--- config.mk ---
export PLATFORM = sky130hd
export DESIGN_NAME = scl_way_select
export DESIGN_NICKNAME = d
export VERILOG_FILES = /design/src/scl_pkg.sv /design/src/scl_way_select.sv
export SDC_FILE = /design/constraint.sdc
export NUM_CORES = 1
export LEC_CHECK = 0
export BUFFER_PORTS_ARGS = -buffer_cell sky130_fd_sc_hd__buf_4
export CAP_MARGIN = 10
export CORE_AREA = 2 2 105 107
export DETAILED_ROUTE_END_ITERATION = 10
export DIE_AREA = 0 0 107 109
export PLACE_DENSITY = 0.61
export SYNTH_ARGS = -nofsm -noshare
export SYNTH_HDL_FRONTEND = slang
export SYNTH_SLANG_ARGS = --single-unit
--- constraint.sdc ---
create_clock -name vclk -period 4.4
set_input_delay 0.66 -clock vclk [all_inputs]
set_output_delay 0.66 -clock vclk [all_outputs]
set_load 0.05 [all_outputs]
--- src/scl_pkg.sv ---
// ----------------------------------------------------------------------------
// scl_pkg
// Shared types and constants of the split cache tag lookup unit.
// ----------------------------------------------------------------------------
package scl_pkg;

  localparam int unsigned ADDR_W    = 64;
  localparam int unsigned TAG_LSB   = 12;
  localparam int unsigned TAG_W     = ADDR_W - TAG_LSB;
  localparam int unsigned SET_W     = 9;
  localparam int unsigned ROW_W     = SET_W + 1;
  localparam int unsigned ROWS      = 1 << ROW_W;
  localparam int unsigned CFG_IDX_W = 2;
  localparam int unsigned CFG_W     = 1;

  localparam logic [ROW_W-1:0] ROW_LAST = ROW_W'(ROWS - 1);

  typedef enum logic [CFG_IDX_W-1:0] {
    CFG_LARGE_CACHE = 2'd0,
    CFG_LONG_LINE   = 2'd1,
    CFG_TWO_WAY     = 2'd2
  } cfg_idx_e;

  typedef struct packed {
    logic large_cache;
    logic long_line;
    logic two_way;
  } cfg_t;

  typedef struct packed {
    logic             active;
    logic [ROW_W-1:0] row;
  } clr_t;

  // One memory row holds both ways of a set and its replacement mark.
  typedef struct packed {
    logic [TAG_W-1:0] tag1;
    logic [TAG_W-1:0] tag0;
    logic             valid1;
    logic             valid0;
    logic             lru;
  } row_data_t;

endpackage

--- src/scl_way_select.sv ---
// ----------------------------------------------------------------------------
// scl_way_select
// Tag compare, victim choice and updated row for one lookup.
// ----------------------------------------------------------------------------
module scl_way_select
  import scl_pkg::*;
(
  input  cfg_t             cfg_i,
  input  row_data_t        row_i,
  input  logic [TAG_W-1:0] tag_i,
  output logic             hit_o,
  output row_data_t        row_o
);

  logic eq0, eq1, h0, h1, way;

  always_comb begin
    eq0   = row_i.tag0 == tag_i;
    eq1   = row_i.tag1 == tag_i;
    h0    = row_i.valid0 && eq0;
    h1    = row_i.valid1 && eq1;
    row_o = row_i;
    way   = 1'b0;
    hit_o = 1'b0;
    if (!cfg_i.two_way) begin
      // Direct mapped: way 0 only, and a cleared tag of zero counts as present.
      hit_o = eq0;
      if (!eq0) begin
        row_o.tag0   = tag_i;
        row_o.valid0 = 1'b1;
      end
    end else begin
      priority if (h0) begin
        hit_o = 1'b1;
        way   = 1'b0;
      end else if (h1) begin
        hit_o = 1'b1;
        way   = 1'b1;
      end else if (!row_i.valid0) begin
        way = 1'b0;
      end else if (!row_i.valid1) begin
        way = 1'b1;
      end else begin
        way = row_i.lru;
      end
      if (!hit_o) begin
        if (way) begin
          row_o.tag1   = tag_i;
          row_o.valid1 = 1'b1;
        end else begin
          row_o.tag0   = tag_i;
          row_o.valid0 = 1'b1;
        end
      end
      row_o.lru = ~way;
    end
  end

endmodule

== After elaboration in Yosys (flattened, before gate mapping) ==
Cells that the tools add are included.
Storage, ports and cells
  flip-flop bits (word level): 0
  input bits: 162
  output and inout bits: 108
  logic and storage cells: 26
Cells by class
  bitwise operators: 1
  multiplexer cells: 21
  equality and inequality tests: 2
  reductions and logical operators: 2
Operator list (count)
  $mux W52: 5
  $mux W106: 1
  $eq A52 B52 Y1: 2
  $mux W1: 15
  $logic_and A1 B1 Y1: 2
  $not A1 Y1: 1

== Depth between registers and ports, before layout ==
  depth in word-level cells: 8
  gate-level depth with buffers: 7
  mapped depth without buffers: 6

== Worst setup path before layout ==
OpenSTA, ideal clock, no wires.
  path type: in2out
  from: input port tag_i[30]
  to: output port hit_o
  slack: 1.122 ns
  buffers on the path: 0
  stages on the path: 5
  arrival: 2.618 ns
  data required time: 3.740 ns
  cell sequence: xnor2_1 nand2_1 a2111oi_1 nand4_1 o21ai_0
Between the ends
  word-level cells in the longest chain between the ends: 6
  elaborated cells on any way between the ends: 8
  classes of those cells: eq/ne: 2; mux: 4; reduce/logical: 2
Ends and longest elaborated chain
  start, declared: line scl_way_select.sv:10  | input logic [TAG_W-1:0] tag_i,
  $eq A52 B52 Y1: line scl_way_select.sv:19  | eq1 = row_i.tag1 == tag_i;
  $logic_and A1 B1 Y1: line scl_way_select.sv:21  | h1 = row_i.valid1 && eq1;
  $mux W1: line scl_way_select.sv:36  | end else if (h1) begin
  $mux W1: line scl_way_select.sv:33  | priority if (h0) begin
  $mux W1: line scl_way_select.sv:25  | if (!cfg_i.two_way) begin
  $mux W1 *: line scl_way_select.sv:25
  end, declared: line scl_way_select.sv:11  | output logic hit_o,
Mark *: on every way between the ends. The rest lies on a longest branch, timed or not. The select of a mux whose other input is x is not followed.

==> run summary <==
Sequential area share after synthesis: 0%. Across all hold checks on the routed design, the worst slack comes to 1.69 ns. After Yosys synthesis, XOR and XNOR cells account for 34.0% of the synthesized area. The largest total area in the synthesized netlist belongs to xnor2_1. The final layout contains routed wiring with a total length of 12000 um. The flow ran to the end, and the final reports show no timing, DRC or antenna violations. The synthesized netlist devotes 3.02% of its cell area to compound gates. 270 I/O pins were placed. The tools report the number of antenna violations at the first check in global routing as 0. Global routing consumed, on the met3 layer, 4.06% of the routing resources. The core region is 10600 sq um. The logs give 38 for the row count and 253 MHz for the upper clock frequency limit. Of the total synthesized cell area, the portion taken by AND, OR, NAND and NOR gates is 11.4%.

The die is 109 um tall. STA classifies the critical path endpoint as an output port. Transition at the pin with the smallest max-transition slack: 0.490 ns. Setup violations remaining at the end of the flow were counted as 0. For the fraction of met1 tracks used by global routing, the log shows 22.9%. For this run, the total global-route usage over all layers was measured as 19.3%. The area added between synthesis and finish was 79.7%; the design internal power was 346 uW. The worst setup path is launched from an input port.

The logs give 678 for the number of cells in the finished layout apart from fillers and 25.0% for the effective utilization at floorplan. After global routing, the most crowded layer is met2. The portion of synthesized area spent on multiplexers is 46.9%.

Measured along the x axis, the die boundary spans 107 um. The sum of overflow across all layers after global routing came out at 0. Summing every instance area after synthesis gives 2660 sq um. For the number of global-route vias before repair, the log shows 3187. The biggest fanout along the worst timing path is 25, and the data arrival time at the worst-slack endpoint is 3.30 ns. The detailed router finished its first iteration with 117 violations. Sequential cells placed in the final layout were counted as 0. The floorplan step defined a die boundary enclosing 11700 sq um. Across the whole layout, storage elements account for 0 sq um.

The logs give 0 for the buffer count from post-CTS setup fixing and 10700 um for the post-detailed-placement half-perimeter wirelength. The first global-routing pass estimated 17600 um of wire. The worst path meets setup with 0.444 ns of slack.

The analysis attributes to net switching a power of 490 uW. Entering global routing, the biggest net connects 30 pins. For the worst slew margin relative to its limit, the log shows 67.2%. Setup repair after global routing left no endpoint under its margin.

The post-route clock period utilization was 89.9%. First-pass detailed-route iteration total: 4. After detailed routing, the average wire length per cell comes to 17.8 um. Counting both buffers and inverters, the worst setup path holds a total of 3.

For the cell area after layout, the log shows 4770 sq um. For the vias after detailed routing, the log shows 3094. In the post-synthesis netlist, the cell with the most instances is xnor2_1. Registers are responsible for 0% of the overall power.

OpenSTA, run right after detailed placement, puts the worst setup slack at 0.430 ns. The congestion estimate from routability-driven global placement came to 0.895. Dividing total power by cell area gives a power density of 175 nW/um^2. In this run switching power makes up 58.6% of total power. The post-placement cell area was 4770 sq um; the final layout net count was 702. The clock period could shrink to 3.96 ns.

Synthesis produced 276 cells. The number of nets handed over by synthesis was 438. The data required time at the worst endpoint was 3.74 ns; the global routing met2 resource utilization was 36.6%.

The post-route netlist has 68.8% of its cells at a drive strength greater than 1. The tool flagged a number of max-cap violations equal to 0. The number of gates resized after CTS was 0.

Total inserted antenna cells: 0. The final-report max-slew violation count was 0; the number of cells after detailed placement was 678. The via density per instance came out at 4.56. In this run, post-CTS hold repair placed 0 buffers. The min-delay analysis places its worst path in the category in2out. Gate family responsible for the most delay along the worst path: simple AND/OR/NAND/NOR gates. The signal on the critical path passes through buf_4 -> xnor2_1 -> nand4_1 -> nor4_1 -> nand4_1 -> a31oi_4 -> buf_4 -> mux2_2 -> buf_4. The number of different library cells used by synthesis comes to 25.

Ranked by total cell area, the synthesized netlist is headed by xnor2_1, mux2_2, mux2_4, nand4_1, mux2_1. For the clock buffer instance count of the final layout, the log shows 0. The hold violation total from the final report is 0.

The commonest cells after synthesis are xnor2_1, mux2_2, nand4_1. The share of Yosys cell area claimed by the top area cell type is 34.0%. By area, the combinational part of the netlist is dominated by multiplexers. In this design, the critical path's most frequently occurring cell is buf_4. The run gives 0 as the residual antenna-violating net count after detailed routing.

Per report_power, the combinational group accounts for 100.0% of the total. The largest individual stage delay along the critical path comes from the cell nor4_1. The run gives 0 ns as the setup total negative slack. The critical path in this run is classified as in2out.

In the routed design, unresolved DRC markers number 0. Across the VDD grid, the largest voltage drop is 0.0891 mV. Averaged over all synthesized cells, the footprint is 9.62 sq um. The warning count from the yosys run was 0. For the leakage component of the power, the log shows 0.00206 uW. In this run the tool buffered the top-level ports with 268 buffer cells. For this run, the slowest stage of the critical path takes 0.49 ns. The number of fillers in the final layout was 1042; the share of synthesized cell area in full adder, half adder and majority cells was 0%. Of the total power, the clock network draws 0%.
==> power groups by stage <==
stage / clock network [uW] / registers (uW) / logic, uW
floorplan: 0 / 0 / 523
global placement: 0 / 0 / 834
detailed placement: 0 / 0 / 839
CTS: 0 / 0 / 842
global route: 0 / 0 / 877
finish: 0 / 0 / 836
==> cell type report <==
cell class	instances	area [sq um]	area share (%)
multi-input cells	263	2530	53.0
repair buffers	272	2050	43.1
inverters	3	11.3	0.236
well taps	140	175	3.67
==> metrics by stage <==
step                total power [uW]  util, %
finish                           836     45.0
global route                     877     45.0
CTS                              842     45.0
detailed placement               839     45.0
global placement                 834     45.0
floorplan                        523        -
==> placed cells by master (no fill, tap or decap), drive strengths merged <==
cell type / count
a2111oi: 2
a21o: 1
a221oi: 1
a31oi: 1
a41oi: 1
and4: 2
buf: 272
inv: 3
mux2: 104
nand2: 7
nand2b: 1
nand3: 1
nand4: 25
nor2: 2
nor3: 2
nor4: 6
o21ai: 3
or2: 1
xnor2: 103
==> metal layers <==
layer / routed length [um] / up-vias
met1: 4750 / 1391
li1: - / 1537
met4: 164 / 0
met5: 0 / -
met2: 6180 / 154
met3: 953 / 12
==> worst min-delay path: stages <==
cell,delay (ns)
buf_4,0.10
or2_2,0.10
buf_4,0.18
==> logic make-up (layout without fill, tap and decap cells) <==
group | after synthesis | after routing
multiplexers | 104 | 104
AND/OR/NAND/NOR | 47 | 47
XOR/XNOR | 103 | 103
buffers and inverters | 13 | 275
AO/OA/AOI/OAI | 9 | 9
==> worst paths after layout <==
check,end,slack [ns],from,cells after the start
setup / recovery,row_o[48],0.44,tag_i[4],9
hold / removal,row_o[2],1.69,row_i[2],3
(Power assumes the default switching activity.)
