`src/scl_pkg.sv`:
```
// ----------------------------------------------------------------------------
// scl_pkg
// Shared types and constants of the split cache tag lookup unit.
// ----------------------------------------------------------------------------
package scl_pkg;

  localparam int unsigned ADDR_W    = 64;
  localparam int unsigned TAG_LSB   = 12;
  localparam int unsigned TAG_W     = ADDR_W - TAG_LSB;
  localparam int unsigned SET_W     = 9;
  localparam int unsigned ROW_W     = SET_W + 1;
  localparam int unsigned ROWS      = 1 << ROW_W;
  localparam int unsigned CFG_IDX_W = 2;
  localparam int unsigned CFG_W     = 1;

  localparam logic [ROW_W-1:0] ROW_LAST = ROW_W'(ROWS - 1);

  typedef enum logic [CFG_IDX_W-1:0] {
    CFG_LARGE_CACHE = 2'd0,
    CFG_LONG_LINE   = 2'd1,
    CFG_TWO_WAY     = 2'd2
  } cfg_idx_e;

  typedef struct packed {
    logic large_cache;
    logic long_line;
    logic two_way;
  } cfg_t;

  typedef struct packed {
    logic             active;
    logic [ROW_W-1:0] row;
  } clr_t;

  // One memory row holds both ways of a set and its replacement mark.
  typedef struct packed {
    logic [TAG_W-1:0] tag1;
    logic [TAG_W-1:0] tag0;
    logic             valid1;
    logic             valid0;
    logic             lru;
  } row_data_t;

endpackage

```
`src/scl_cfg_clear.sv`:
```
// ----------------------------------------------------------------------------
// scl_cfg_clear
// Geometry registers and the sweep that clears the tag memory.
// ----------------------------------------------------------------------------
module scl_cfg_clear
  import scl_pkg::*;
(
  input  logic                 clk_i,
  input  logic                 rst_ni,
  input  logic                 cfg_we_i,
  input  logic [CFG_IDX_W-1:0] cfg_index_i,
  input  logic [CFG_W-1:0]     cfg_data_i,
  output cfg_t                 cfg_o,
  output clr_t                 clr_o
);

  cfg_t             cfg_q, cfg_d;
  logic             active_q, active_d;
  logic [ROW_W-1:0] cnt_q, cnt_d;
  logic             hit_reg;

  always_comb begin
    cfg_d   = cfg_q;
    hit_reg = 1'b0;
    if (cfg_we_i) begin
      unique case (cfg_idx_e'(cfg_index_i))
        CFG_LARGE_CACHE: begin
          cfg_d.large_cache = cfg_data_i[0];
          hit_reg = 1'b1;
        end
        CFG_LONG_LINE: begin
          cfg_d.long_line = cfg_data_i[0];
          hit_reg = 1'b1;
        end
        CFG_TWO_WAY: begin
          cfg_d.two_way = cfg_data_i[0];
          hit_reg = 1'b1;
        end
        default: hit_reg = 1'b0;
      endcase
    end
  end

  // Any write to a defined register restarts the sweep from row zero.
  always_comb begin
    active_d = active_q;
    cnt_d    = cnt_q;
    if (hit_reg) begin
      active_d = 1'b1;
      cnt_d    = '0;
    end else if (active_q) begin
      cnt_d = cnt_q + ROW_W'(1);
      if (cnt_q == ROW_LAST) begin
        active_d = 1'b0;
      end
    end
  end

  always_ff @(posedge clk_i or negedge rst_ni) begin
    if (!rst_ni) begin
      cfg_q    <= '{large_cache: 1'b0, long_line: 1'b1, two_way: 1'b0};
      active_q <= 1'b1;
      cnt_q    <= '0;
    end else begin
      cfg_q    <= cfg_d;
      active_q <= active_d;
      cnt_q    <= cnt_d;
    end
  end

  assign cfg_o        = cfg_q;
  assign clr_o.active = active_q;
  assign clr_o.row    = cnt_q;

endmodule

```
`config.mk`:
```
export PLATFORM = sky130hd
export DESIGN_NAME = scl_cfg_clear
export DESIGN_NICKNAME = d
export VERILOG_FILES = /design/src/scl_pkg.sv /design/src/scl_cfg_clear.sv
export SDC_FILE = /design/constraint.sdc
export NUM_CORES = 1
export LEC_CHECK = 0
export BUFFER_PORTS_ARGS = -buffer_cell sky130_fd_sc_hd__buf_2
export CAP_MARGIN = 20
export CORE_MARGIN = 1
export CORE_UTILIZATION = 45
export DETAILED_ROUTE_END_ITERATION = 10
export PLACE_DENSITY = 0.72
export RECOVER_POWER = 100
export SKIP_LAST_GASP = 1
export SYNTH_ARGS = -nofsm -noshare
export SYNTH_HDL_FRONTEND = slang
export SYNTH_SLANG_ARGS = --single-unit
```
`constraint.sdc`:
```
create_clock -name clk_i -period 2.9 [get_ports clk_i]
set_input_delay 0.145 -clock clk_i [delete_from_list [all_inputs] [get_ports clk_i]]
set_output_delay 0.145 -clock clk_i [all_outputs]
set_load 0.05 [all_outputs]
```
-- Word-level counts from Yosys, hierarchy flattened
Index checks and enable logic that the tools add are counted.
- bits in registers: 14
- bits of input ports: 6
- output and inout bits: 14
- logic and storage cells: 22
- $add $sub $neg: 1
- equal/unequal tests: 3
- muxes and demuxes: 7
- reductions and logical operators: 6
- operator list (operator ; count):
    $mux 10 ; 2
    $add 10x1->10 const B ; 1
    $eq 10x10->1 const B ; 1
    $reduce_and 2->1 ; 3
    $mux 1 ; 5
    $reduce_or 3->1 ; 1
    $eq 2x1->1 const B ; 1
    $eq 2x2->1 const B ; 1
    $logic_not 2->1 ; 1
    $reduce_bool 2->1 ; 1

-- Logic depth before layout (Yosys ltp)
- word-level depth: 5
- depth in mapped cells: 4
- gate-level depth less buffers: 4

-- Worst setup path after synthesis
OpenSTA, ideal clock, no wires.
- path kind: reg2reg
- start point: register cnt_q[2]
- end point: register cnt_q[8]
- library setup time: 79 ps
- arrival time: 1579 ps
- required time: 2821 ps
- setup slack: 1242 ps
- stages on the path, launching flop included: 4
- path buffers: 0
- period minus slack after synthesis: 1658 ps
- path through: dfrtp_1 nand4_2 or4_1 a21oi_1
- cells in the longest elaborated chain, start to end: 3
- ends and longest elaborated chain (item ; line ; RTL):
    start, declared ; scl_cfg_clear.sv:19 ; logic [ROW_W-1:0] cnt_q, cnt_d;
    start signal, assigned ; scl_cfg_clear.sv:67 ; cnt_q <= cnt_d;
    $add 10x1->10 ; scl_cfg_clear.sv:52 ; cnt_d = cnt_q + ROW_W'(1);
    $mux 10 ; scl_cfg_clear.sv:51 ; end else if (active_q) begin
    $mux 10 ; scl_cfg_clear.sv:48 ; if (hit_reg) begin
Every way passes these cells. The select of a mux whose other input is x is not followed.
A chain may end at the register's enable or synchronous reset.

-- Final worst setup path
- start point: register active_q
- end point: output clr_o[10] in the netlist's numbering
- RTL lines (item ; line ; RTL):
    start, declared ; scl_cfg_clear.sv:18 ; logic active_q, active_d;
    start signal, assigned ; scl_cfg_clear.sv:66 ; active_q <= active_d;
    end, declared ; scl_cfg_clear.sv:14 ; output clr_t clr_o
No word-level cell between the ends.

==> impl_metrics.ini <==
[run_status]
status = complete, no violations

[grt]
overflow = 0
grt_pass1_wl_um = 2280
first_global_vias = 518
grt_use_total_pct = 21.7
antenna_found_initial = 0
grt_max_degree = 15

[timing]
slew_headroom_pct = 51.7
rsz0062_at_grt = false
fmax_ghz = 0.608
hold_violations = 0
tightest_slew_ps = 725
finClkSkew_ps = 9.85
setup_viol = 0
slew_violations = 0
fin_crit_ps = 1640
fin_tns_setup_ps = 0
fin_crit_sh_pct = 56.7

[place]
gp_congestion = 0.722
io_buffers = 19
dp.final_hpwl_um = 965
dp.cells = 94

[finish]
diodes = 0
final_common_cell = clkbuf_1
finalNonFillerCells = 99
syn2layout_area_growth_pct = 18.9
num-nets-final = 92
drive_gt1_share_pct = 17.9
layout.cells.most_common_list = clkbuf_1, dfrtp_1, nor2_1

[cts]
cts_resized = 0
clk_latency_ps = 280
cts-root-buf = clkbuf_4
post_cts_buffers = 0
cts_tree = done
clock_path_buffers = 2
clkTransAtPathRegs_ps = 80
cts_made_buffers = 3
htreeDepth = 1
cts_sinks = 14

[synthesis]
ys_seq_area_share_pct = 51.8
synth_top_family_by_area = simple AND/OR/NAND/NOR gates
synth-seq-cells = 14
synthAdderAreaFrac_pct = 1.84
ys_warn_count = 0
syn-cell-area_um2 = 681
postSynthNetCount = 69
synth_compound_area_share_pct = 12.9
ys_types = 28
postSynthAreaPerCell_um2 = 11.0
yosys.area_share.xor_xnor_pct = 5.15
netlist_instances = 62
yosys.area_share.simple_pct = 19.5
synthMuxAreaShare_pct = 6.43

[route]
first_iter_violations = 5
dr.pass1.iters = 4
drcViolationCount = 0
drtAntennaViolNets = 0
route.vias.total = 549
routed_via_density = 5.55
wire_per_inst_um = 13.4
wirelength_um = 1320

[critical_path]
cp_max_fo = 8
crit_path_top_delay_cell = dfstp_1
critPathMaxStageDelay_ps = 720
startpoint_type = register
cp_cell_sequence = clkbuf_1
end_kind = primary output
critPathKind = reg2out
critPathRequiredTime_ps = 2760
cp_top_family = flip-flops
critPathBufInv = 1
crit_arrival_ps = 1500

[floorplan]
start_util_pct = 50.4
dieArea_um2 = 1670
core_area_um2 = 1350
die_w_um = 40.9
placement_rows = 13
die_h_um = 40.9
ios = 20

[min_path]
hold_class = in2reg

[power]
vdd_drop_max_mv = 0.359
powerDensity_nw_per_um2 = 615
power.leakage_nw = 0.339

[run]
drv_cap = 0
## cells by family after synthesis
| kind of cell | count (synthesis) |
|---|---|
| AND/OR/NAND/NOR | 23 |
| adder cells (fa/ha/maj) | 1 |
| multiplexers | 4 |
| AO/OA/AOI/OAI | 13 |
| buffers and inverters | 3 |
| XOR/XNOR | 4 |
| flip-flops | 14 |
## power by group
part / total, W / internal (W) / switching (W) / leakage, nW
clock: 0.000141 / 0.0000764 / 0.0000646 / 0.0210
sequential: 0.000233 / 0.000214 / 0.0000191 / 0.179
combinational: 0.000123 / 0.0000294 / 0.0000939 / 0.139
## state kept, by name, summed over array words and instances (netlist names)
| register | flops |
|---|---|
| cnt_q | 10 |
| active_q | 1 |
| cfg_o | 3 |
## metrics by stage
stage | cell area [um^2] | utilization [%] | total power (W) | hold WS, ps | setup slack (ps)
global placement | 782 | 57.9 | 0.000363 | 52.0 | 1470
floorplan | 681 | - | 0.000329 | -151 | 1240
detailed placement | 782 | 57.9 | 0.000364 | 52.9 | 1450
CTS | 828 | 61.4 | 0.000506 | 138 | 1440
global route | 810 | 60.0 | 0.000526 | 133 | 1180
finish | 810 | 60.0 | 0.000497 | 142 | 1260
## area by class of cell
| cell class | instances | area (um^2) |
|---|---|---|
| flip-flops and latches | 14 | 353 |
| fillers | 115 | 541 |
| well taps | 15 | 18.8 |
| repair buffers | 20 | 86.3 |
| clock buffers | 4 | 36.3 |
| inverters | 1 | 3.75 |
| multi-input cells | 45 | 312 |
## cells in the mapped netlist (all sizes together)
library cell | instances | area share, %
o311ai | 1 | 1.3
a21boi | 1 | 1.1
nand4 | 4 | 4.6
o31ai | 3 | 3.3
a21oi | 4 | 2.9
o21ai | 2 | 1.5
buf | 2 | 1.8
nand2 | 4 | 2.2
o41ai | 1 | 1.3
inv | 1 | 0.55
or4 | 2 | 2.2
a21bo | 1 | 1.5
nand3 | 2 | 1.5
xnor2 | 1 | 1.3
ha | 1 | 1.8
nor2 | 5 | 2.8
nand3b | 2 | 2.2
xor2 | 3 | 3.9
or3 | 2 | 2.0
nor3b | 1 | 1.1
dfstp | 2 | 7.7
dfrtp | 12 | 44
mux2i | 1 | 1.5
nand2b | 1 | 0.92
mux2 | 3 | 5.0
## worst paths after layout
check                      startpoint   endpoint  slack (ps)  cells past startpoint
min reg2reg                  cfg_o[0]   cfg_o[0]         520                      1
min                        cfg_data_i   cfg_o[1]         140                      2
max reg2reg                  active_q   cnt_q[7]        1320                      3
max                          active_q  clr_o[10]        1260                      1
min in group asynchronous      rst_ni   cnt_q[7]         420                      2
max in group asynchronous      rst_ni   cfg_o[2]        2010                      2
## routing by layer
metal | wire length [um] | global-route usage (%)
met3 | 50 | 3.80
met4 | 24 | 12.5
met2 | 596 | 33.2
met1 | 652 | 28.3
met5 | 0 | 0
## what timing repair did
item                                    in CTS  in global routing
endpoints found under the hold margin       12                  0
hold buffers                                 1                  0
endpoints found under the setup margin       0                  0
No activity file was read; power rests on OpenSTA's default activity.
