`src/scl_pkg.sv`:
```
// ----------------------------------------------------------------------------
// scl_pkg
// Shared types and constants of the split cache tag lookup unit.
// ----------------------------------------------------------------------------
package scl_pkg;

  localparam int unsigned ADDR_W    = 64;
  localparam int unsigned TAG_LSB   = 12;
  localparam int unsigned TAG_W     = ADDR_W - TAG_LSB;
  localparam int unsigned SET_W     = 9;
  localparam int unsigned ROW_W     = SET_W + 1;
  localparam int unsigned ROWS      = 1 << ROW_W;
  localparam int unsigned CFG_IDX_W = 2;
  localparam int unsigned CFG_W     = 1;

  localparam logic [ROW_W-1:0] ROW_LAST = ROW_W'(ROWS - 1);

  typedef enum logic [CFG_IDX_W-1:0] {
    CFG_LARGE_CACHE = 2'd0,
    CFG_LONG_LINE   = 2'd1,
    CFG_TWO_WAY     = 2'd2
  } cfg_idx_e;

  typedef struct packed {
    logic large_cache;
    logic long_line;
    logic two_way;
  } cfg_t;

  typedef struct packed {
    logic             active;
    logic [ROW_W-1:0] row;
  } clr_t;

  // One memory row holds both ways of a set and its replacement mark.
  typedef struct packed {
    logic [TAG_W-1:0] tag1;
    logic [TAG_W-1:0] tag0;
    logic             valid1;
    logic             valid0;
    logic             lru;
  } row_data_t;

endpackage

```
`src/scl_addr_split.sv`:
```
// ----------------------------------------------------------------------------
// scl_addr_split
// Splits a byte address into memory row and tag for the current geometry.
// ----------------------------------------------------------------------------
module scl_addr_split
  import scl_pkg::*;
(
  input  cfg_t              cfg_i,
  input  logic [ADDR_W-1:0] address_i,
  input  logic              cache_select_i,
  output logic [ROW_W-1:0]  row_o,
  output logic [TAG_W-1:0]  tag_o
);

  logic [3:0]       set_bits;
  logic [SET_W-1:0] set_mask;
  logic [SET_W-1:0] set_raw;
  logic [1:0]       tag_shift;

  // Set bits are capacity bits minus line bits minus one for two ways.
  always_comb begin
    set_bits = 4'd7 + {2'b00, cfg_i.large_cache, 1'b0}
             - {3'b000, cfg_i.long_line} - {3'b000, cfg_i.two_way};
    set_mask = {SET_W{1'b1}} >> (4'(SET_W) - set_bits);
    set_raw  = cfg_i.long_line ? address_i[7 +: SET_W] : address_i[6 +: SET_W];
    // The tag starts at bit 12, 13, 14 or 15.
    tag_shift = {cfg_i.large_cache, ~cfg_i.two_way};
    tag_o     = address_i[ADDR_W-1:TAG_LSB] >> tag_shift;
    row_o     = {cache_select_i, set_raw & set_mask};
  end

endmodule

```
`config.mk`:
```
export PLATFORM = sky130hd
export DESIGN_NAME = scl_addr_split
export DESIGN_NICKNAME = d
export VERILOG_FILES = /design/src/scl_pkg.sv /design/src/scl_addr_split.sv
export SDC_FILE = /design/constraint.sdc
export NUM_CORES = 1
export LEC_CHECK = 0
export ABC_AREA = 1
export BUFFER_PORTS_ARGS = -buffer_cell sky130_fd_sc_hd__buf_2
export CORE_MARGIN = 5
export CORE_UTILIZATION = 23
export DETAILED_ROUTE_END_ITERATION = 8
export MAX_ROUTING_LAYER = met4
export SLEW_MARGIN = 20
export SYNTH_ARGS = -nofsm -noshare
export SYNTH_HDL_FRONTEND = slang
export SYNTH_SLANG_ARGS = --single-unit
```
`constraint.sdc`:
```
create_clock -name vclk -period 1.25
set_input_delay 0.125 -clock vclk [all_inputs]
set_output_delay 0.125 -clock vclk [all_outputs]
set_load 0.01 [all_outputs]
```
-- Word-level counts from Yosys, hierarchy flattened
Index checks and enable logic that the tools add are counted.
- output and inout port bits: 62
- input port bits: 68
- bits in registers: 0
- shift-type cells: 2
- add/sub/neg operators: 4
- bitwise gates (word level): 2
- multiplexer cells: 1
- operators with widths (cell ; number):
    >> shifter 52 x 2 -> 52 bit ; 1
    bitwise AND 9 bit ; 1
    two-way mux 9 bit ; 1
    >> shifter 9 x 4 -> 9 bit (first input constant) ; 1
    subtractor 4 x 1 -> 4 bit ; 2
    adder 3 x 2 -> 4 bit (first input constant) ; 1
    subtractor 4 bit (first input constant) ; 1
    inverter 1 bit ; 1

-- Depth between registers and ports, before layout
Gate-level depths: netlist of run 1.
- depth after elaboration: 6
- mapped depth: 6

-- Least setup slack after synthesis of run 1
No wires, ideal clock.
- path type: input -> output
- start point: input port cfg_i[0] in the netlist's numbering
- end point: output port row_o[8]
- setup slack: 0.196 ns
- stages: 6
- buffers on the path: 0
- data required time: 1.125 ns
- data arrival time: 0.929 ns
- path through: ha_1 > inv_1 > ha_1 > nor2_1 > nand2_1 > nor2_1
- longest elaborated chain between the ends: 4
- ends and longest elaborated chain (item ; line ; RTL):
    from (decl) ; scl_addr_split.sv:8 ; input cfg_t cfg_i,
    subtractor 4 x 1 -> 4 bit ; scl_addr_split.sv:23 ; - {3'b000, cfg_i.long_line} - {3'b000, cfg_i.two_way};
    subtractor 4 bit ; scl_addr_split.sv:24 ; set_mask = {SET_W{1'b1}} >> (4'(SET_W) - set_bits);
    >> shifter 9 x 4 -> 9 bit ; scl_addr_split.sv:24 ;
    bitwise AND 9 bit ; scl_addr_split.sv:29 ; row_o = {cache_select_i, set_raw & set_mask};
    to (decl) ; scl_addr_split.sv:11 ; output logic [ROW_W-1:0] row_o,
No other way between the ends.

-- Final worst setup path of run 1
- start point: input port cfg_i[0] in the netlist's numbering
- end point: output port row_o[2]
Same word-level chain as after synthesis.

==> flow_summary.yaml, run 1 <==
synthesis:
  synth_nets: 451
  syn_inst: 380
  synth_most_common_cell: "nand2_1"
  synthTopCellsByCount: "nand2_1 (169), nand3_1 (100), inv_1 (60), nor2_1 (13), buf_6 (12)"
  yosysSeqAreaShare: 0
  ys_types: 14
  ys_top_cells_by_area: "nand2_1 (37%), nand3_1 (29%), inv_1 (13%)"
  avgSynthCellArea_um2: 4.53
  synth_top_area_cell: "nand2_1"
  yosysWarnings: 0
  netlist.area_leader.share: 0.369
  syn_area_mm2: 0.00172
min_path:
  min_path_cells: 0
  holdCritStartpoint: "cache_select_i"
  worstHoldPathType: "in2out"
  hold_path_end: "row_o[9]"
routing:
  dr.pass1.iters: 4
  wire_per_inst_um: 10.9
  drtIter0Drc: 122
  ant_nets: 0
  drc_errors: 0
  routed_via_density: 4.55
  dr_total_vias: 2688
  routed_wirelength_mm: 6.42
worst_setup_path:
  endpoint_kind: "output pin"
  crit_required_ns: 1.12
  arrival_ns: 1.05
  crit_fanout: 3
  path_class: "in2out"
  cp-start-kind: "input pin"
finish:
  fin_area_mm2: 0.00245
  n_fill_cell: 852
  clock_buffer_count: 0
  finalNonFillerCells: 591
  n_sequential_cell: 0
  postLayoutCoreUtil: 0.337
  regArea_um2: 0
  final_nets: 564
  area_delta_synth_final_pct: 42.3
  drive_above_1_share: 0.297
grt:
  globalRouteTotalUtil: 0.128
  antenna_found_initial: 1
  grt_pass1_wl_mm: 10.0
  grt.overflow.total: 0
  grt_max_degree: 29
  grt_pass1_vias: 2404
placed_design:
  placement.cell_area_mm2: 0.00239
  dpl.hpwl_mm: 5.17
  dp.cells: 590
  port_buffers: 122
  routabilityCongestion: 0.843
die:
  fp-row-count: 31
  chipHeight_um: 96.5
  core_area_mm2: 0.00725
  die_area_mm2: 0.00931
  die_x_um: 96.5
  start_util: 0.237
  io_pins: 130
timing:
  grt_setup_unrepaired: "true"
  post-route-min-period_ns: 1.18
  hold_viol_final: 0
  max_clock_freq_mhz: 848
  slew_viol_final: 0
  slew_headroom: 0.829
  min_period_over_period: 0.944
  max_slew.worst_pin.slew_ns: 0.256
  setup_viol: 0
pwr:
  power.density_mw_per_mm2: 411
  peakVddDrop_v: 0.000190
  leakage_uw: 0.00164
clock_tree:
  hold_buffers: 0
  postCtsSetupBuffers: 0
outcome:
  status: "complete, no violations"
job:
  maxCapViolCount: 0
## through the flow
step / setup WS [ns] / hold WS [ns] / TNS (ns) / power [uW]
after CTS: 0.00691 / 0.250 / 0 / 990
after floorplan: 0.196 / 0.342 / 0 / 614
final: 0.0704 / 0.250 / 0 / 1010
after global routing: -0.00303 / 0.250 / -0.00454 / 1130
after global placement: -0.00232 / 0.250 / -0.00232 / 974
after detailed placement: -0.00376 / 0.250 / -0.00376 / 978
## cell families after synthesis
| logic type | after synthesis | share of synthesized area |
|---|---|---|
| AOI/OAI and AO/OA | 7 | 0.0204 |
| buffers and inverters | 86 | 0.260 |
| and+or+nand+nor | 284 | 0.697 |
| adders and majority gates | 3 | 0.0218 |
## worst max-delay path, stage by stage
cell and delay, ns:
buf_2 0.09, ha_2 0.16, inv_2 0.05, ha_4 0.28
nand2_2 0.06, nor2_1 0.11, nor2_1 0.05, buf_2 0.13
## timing repair
item	CTS	global route
gates cloned	0	0
setup endpoints to repair	2	20
pin swaps	1	3
gates resized for setup	2	11
## how the worst max path moves through the flow
| stage | start | endpoint | slack [ns] | cells after the start |
|---|---|---|---|---|
| after floorplan | cfg_i[0] | row_o[8] | 0.20 | 6 |
| after global placement | cfg_i[0] | row_o[8] | -0.002 | 8 |
| after detailed placement | cfg_i[0] | row_o[8] | -0.004 | 8 |
| after CTS | cfg_i[0] | row_o[8] | 0.007 | 8 |
| after global routing | cfg_i[1] | row_o[1] | -0.003 | 6 |
| final | cfg_i[0] | row_o[2] | 0.07 | 8 |
## where the power goes
group / internal [uW] / switching [uW]
registers: 0 / 0
logic: 419 / 586
clock network: 0.000107 / 0
## final cells by class
type,instances,area [um^2],area share
repair buffers,135,769,0.314
diodes,1,2.50,0.00102
inverters,62,241,0.0987
multi-input cells,294,1310,0.535
well taps,99,124,0.0506
## cell usage in the layout (no fill, tap or decap), drive strengths merged
| cell type | instances |
|---|---|
| inv | 61 |
| buf | 135 |
| nand2 | 170 |
| nor3 | 1 |
| clkinvlp | 1 |
| a21oi | 1 |
| diode | 1 |
| o21ai | 6 |
| ha | 3 |
| nand3 | 100 |
| nor2 | 13 |
## per-layer routing
metal / GRT usage / wire [um]
met2: 0.231 / 3020
met5: - / 0
met1: 0.166 / 2780
met4: 0.00117 / 0
met3: 0.0116 / 614
Note: power is estimated with default switching activity, not from simulation.
==> inputs of run 2 (changes only) <==
--- a/config.mk
+++ b/config.mk
@@ -8,9 +8,11 @@
 export ABC_AREA = 1
 export BUFFER_PORTS_ARGS = -buffer_cell sky130_fd_sc_hd__buf_2
 export CORE_MARGIN = 5
-export CORE_UTILIZATION = 23
+export CORE_UTILIZATION = 46
 export DETAILED_ROUTE_END_ITERATION = 8
 export MAX_ROUTING_LAYER = met4
+export PLACE_DENSITY = 0.9
+export RECOVER_POWER = 25
 export SLEW_MARGIN = 20
 export SYNTH_ARGS = -nofsm -noshare
 export SYNTH_HDL_FRONTEND = slang
==> flow_summary.yaml, run 2 (synthesis gave the netlist of run 1 again) <==
finish:
  multi_input_area_mm2: 0.00132
  clock_buffer_count: 0
  layout_common_cells: "nand2_1 (168), buf_2 (117), nand3_1 (100), inv_1 (59), nor2_1 (11)"
  finalNonFillerCells: 537
  regArea_um2: 0
  insertedDiodeCount: 0
  layout_commonest_cell: "nand2_1"
  n_sequential_cell: 0
  postLayoutCoreUtil: 0.644
  n_fill_cell: 362
  final_nets: 562
  drive_above_1_share: 0.286
  area_delta_synth_final_pct: 36.0
grt:
  grt_pass1_vias: 2356
  grt_pass1_wl_mm: 9.52
  globalRouteTotalUtil: 0.221
  grt_max_degree: 53
  antenna_found_initial: 0
  grt.overflow.total: 0
die:
  core_area_mm2: 0.00363
  chipHeight_um: 71.2
  io_pins: 130
  start_util: 0.473
  die_area_mm2: 0.00506
  fp-row-count: 22
  die_x_um: 71.2
placed_design:
  port_buffers: 122
  place_ws_ns: -0.101
  dp.cells: 537
  routabilityCongestion: 0.934
  dpl.hpwl_mm: 4.71
job:
  maxCapViolCount: 0
worst_setup_path:
  crit_fanout: 29
  endpoint_kind: "output pin"
  slowest_delay_ns: 0.24
  slowest_stage: "buf_6"
  path_class: "in2out"
  cp_cell_sequence: "buf_2 -> buf_4 -> buf_6 -> nand2_1 -> nand3_1 -> nand2_1 -> buf_2"
  arrival_ns: 1.07
  cp-start-kind: "input pin"
  crit_required_ns: 1.12
timing:
  hold_viol_final: 0
  post-route-min-period_ns: 1.19
  hold-worst-slack_ns: 0.250
  max_clock_freq_mhz: 838
  setup_viol: 0
  fin_ws_ns: 0.0572
  grt_setup_unrepaired: "true"
  slew_headroom: 0.801
  slew_viol_final: 0
  tns_ns: 0
  max_slew.worst_pin.slew_ns: 0.296
  min_period_over_period: 0.954
routing:
  drtIter0Drc: 255
  dr_total_vias: 2687
  wire_per_inst_um: 11.1
  ant_nets: 0
  routed_via_density: 5.00
  dr.pass1.iters: 5
  drc_errors: 0
  routed_wirelength_mm: 5.95
min_path:
  worstHoldPathType: "in2out"
  hold_path_end: "row_o[9]"
  min_path_cells: 0
  holdCritStartpoint: "cache_select_i"
pwr:
  peakVddDrop_v: 0.000244
  leakage_uw: 0.00162
  power.density_mw_per_mm2: 420
clock_tree:
  hold_buffers: 0
  postCtsSetupBuffers: 0
outcome:
  status: "complete, no violations"
## run 2: cell type report
cell class	count	share of cell area
multi-input combinational	294	0.565
tap	48	0.0257
inverter	62	0.104
timing repair buffer	133	0.305
## run 2: metrics by stage
stage                     total power (uW)  area, um^2
final                                  983        2340
after global routing                  1100        2340
after CTS                              963        2310
after detailed placement               947        2280
after global placement                 927        2280
after floorplan                        614        1720
## run 2: repair_timing
item | CTS | global route
pin swaps | 0 | 6
endpoints found under the setup margin | 3 | 54
resized for setup | 5 | 12
## run 2: critical path: cells and delay by family
kind / cells / cell delay, ns
AND/OR/NAND/NOR: 3 / 0.27
buffers and inverters: 4 / 0.66
## run 2: worst max-delay path by stage
stage                         from        end  slack, ns  cells after the start
after floorplan           cfg_i[0]   row_o[8]       0.20                      6
after global placement    cfg_i[1]   row_o[8]      -0.03                      8
after detailed placement  cfg_i[1]   row_o[4]      -0.10                      8
after CTS                 cfg_i[1]   row_o[6]     0.0006                      8
after global routing      cfg_i[0]  tag_o[37]      -0.03                      7
final                     cfg_i[0]  tag_o[17]       0.06                      7
## run 2: power by group
part,internal (uW),total [uW],leakage [uW],switching (uW)
Sequential,0,0,0,0
Combinational,401,983,0.00162,581
Clock,0,0,0,0
Total,401,983,0.00162,581
## run 2: per-layer routing
metal  up-vias  part of all wire  GRT usage
met4         0             0.011     0.0418
met1      1143              0.42      0.266
li1       1401                 -          -
met2       135              0.48      0.394
met3         8             0.096     0.0256
met5         -                 0          -
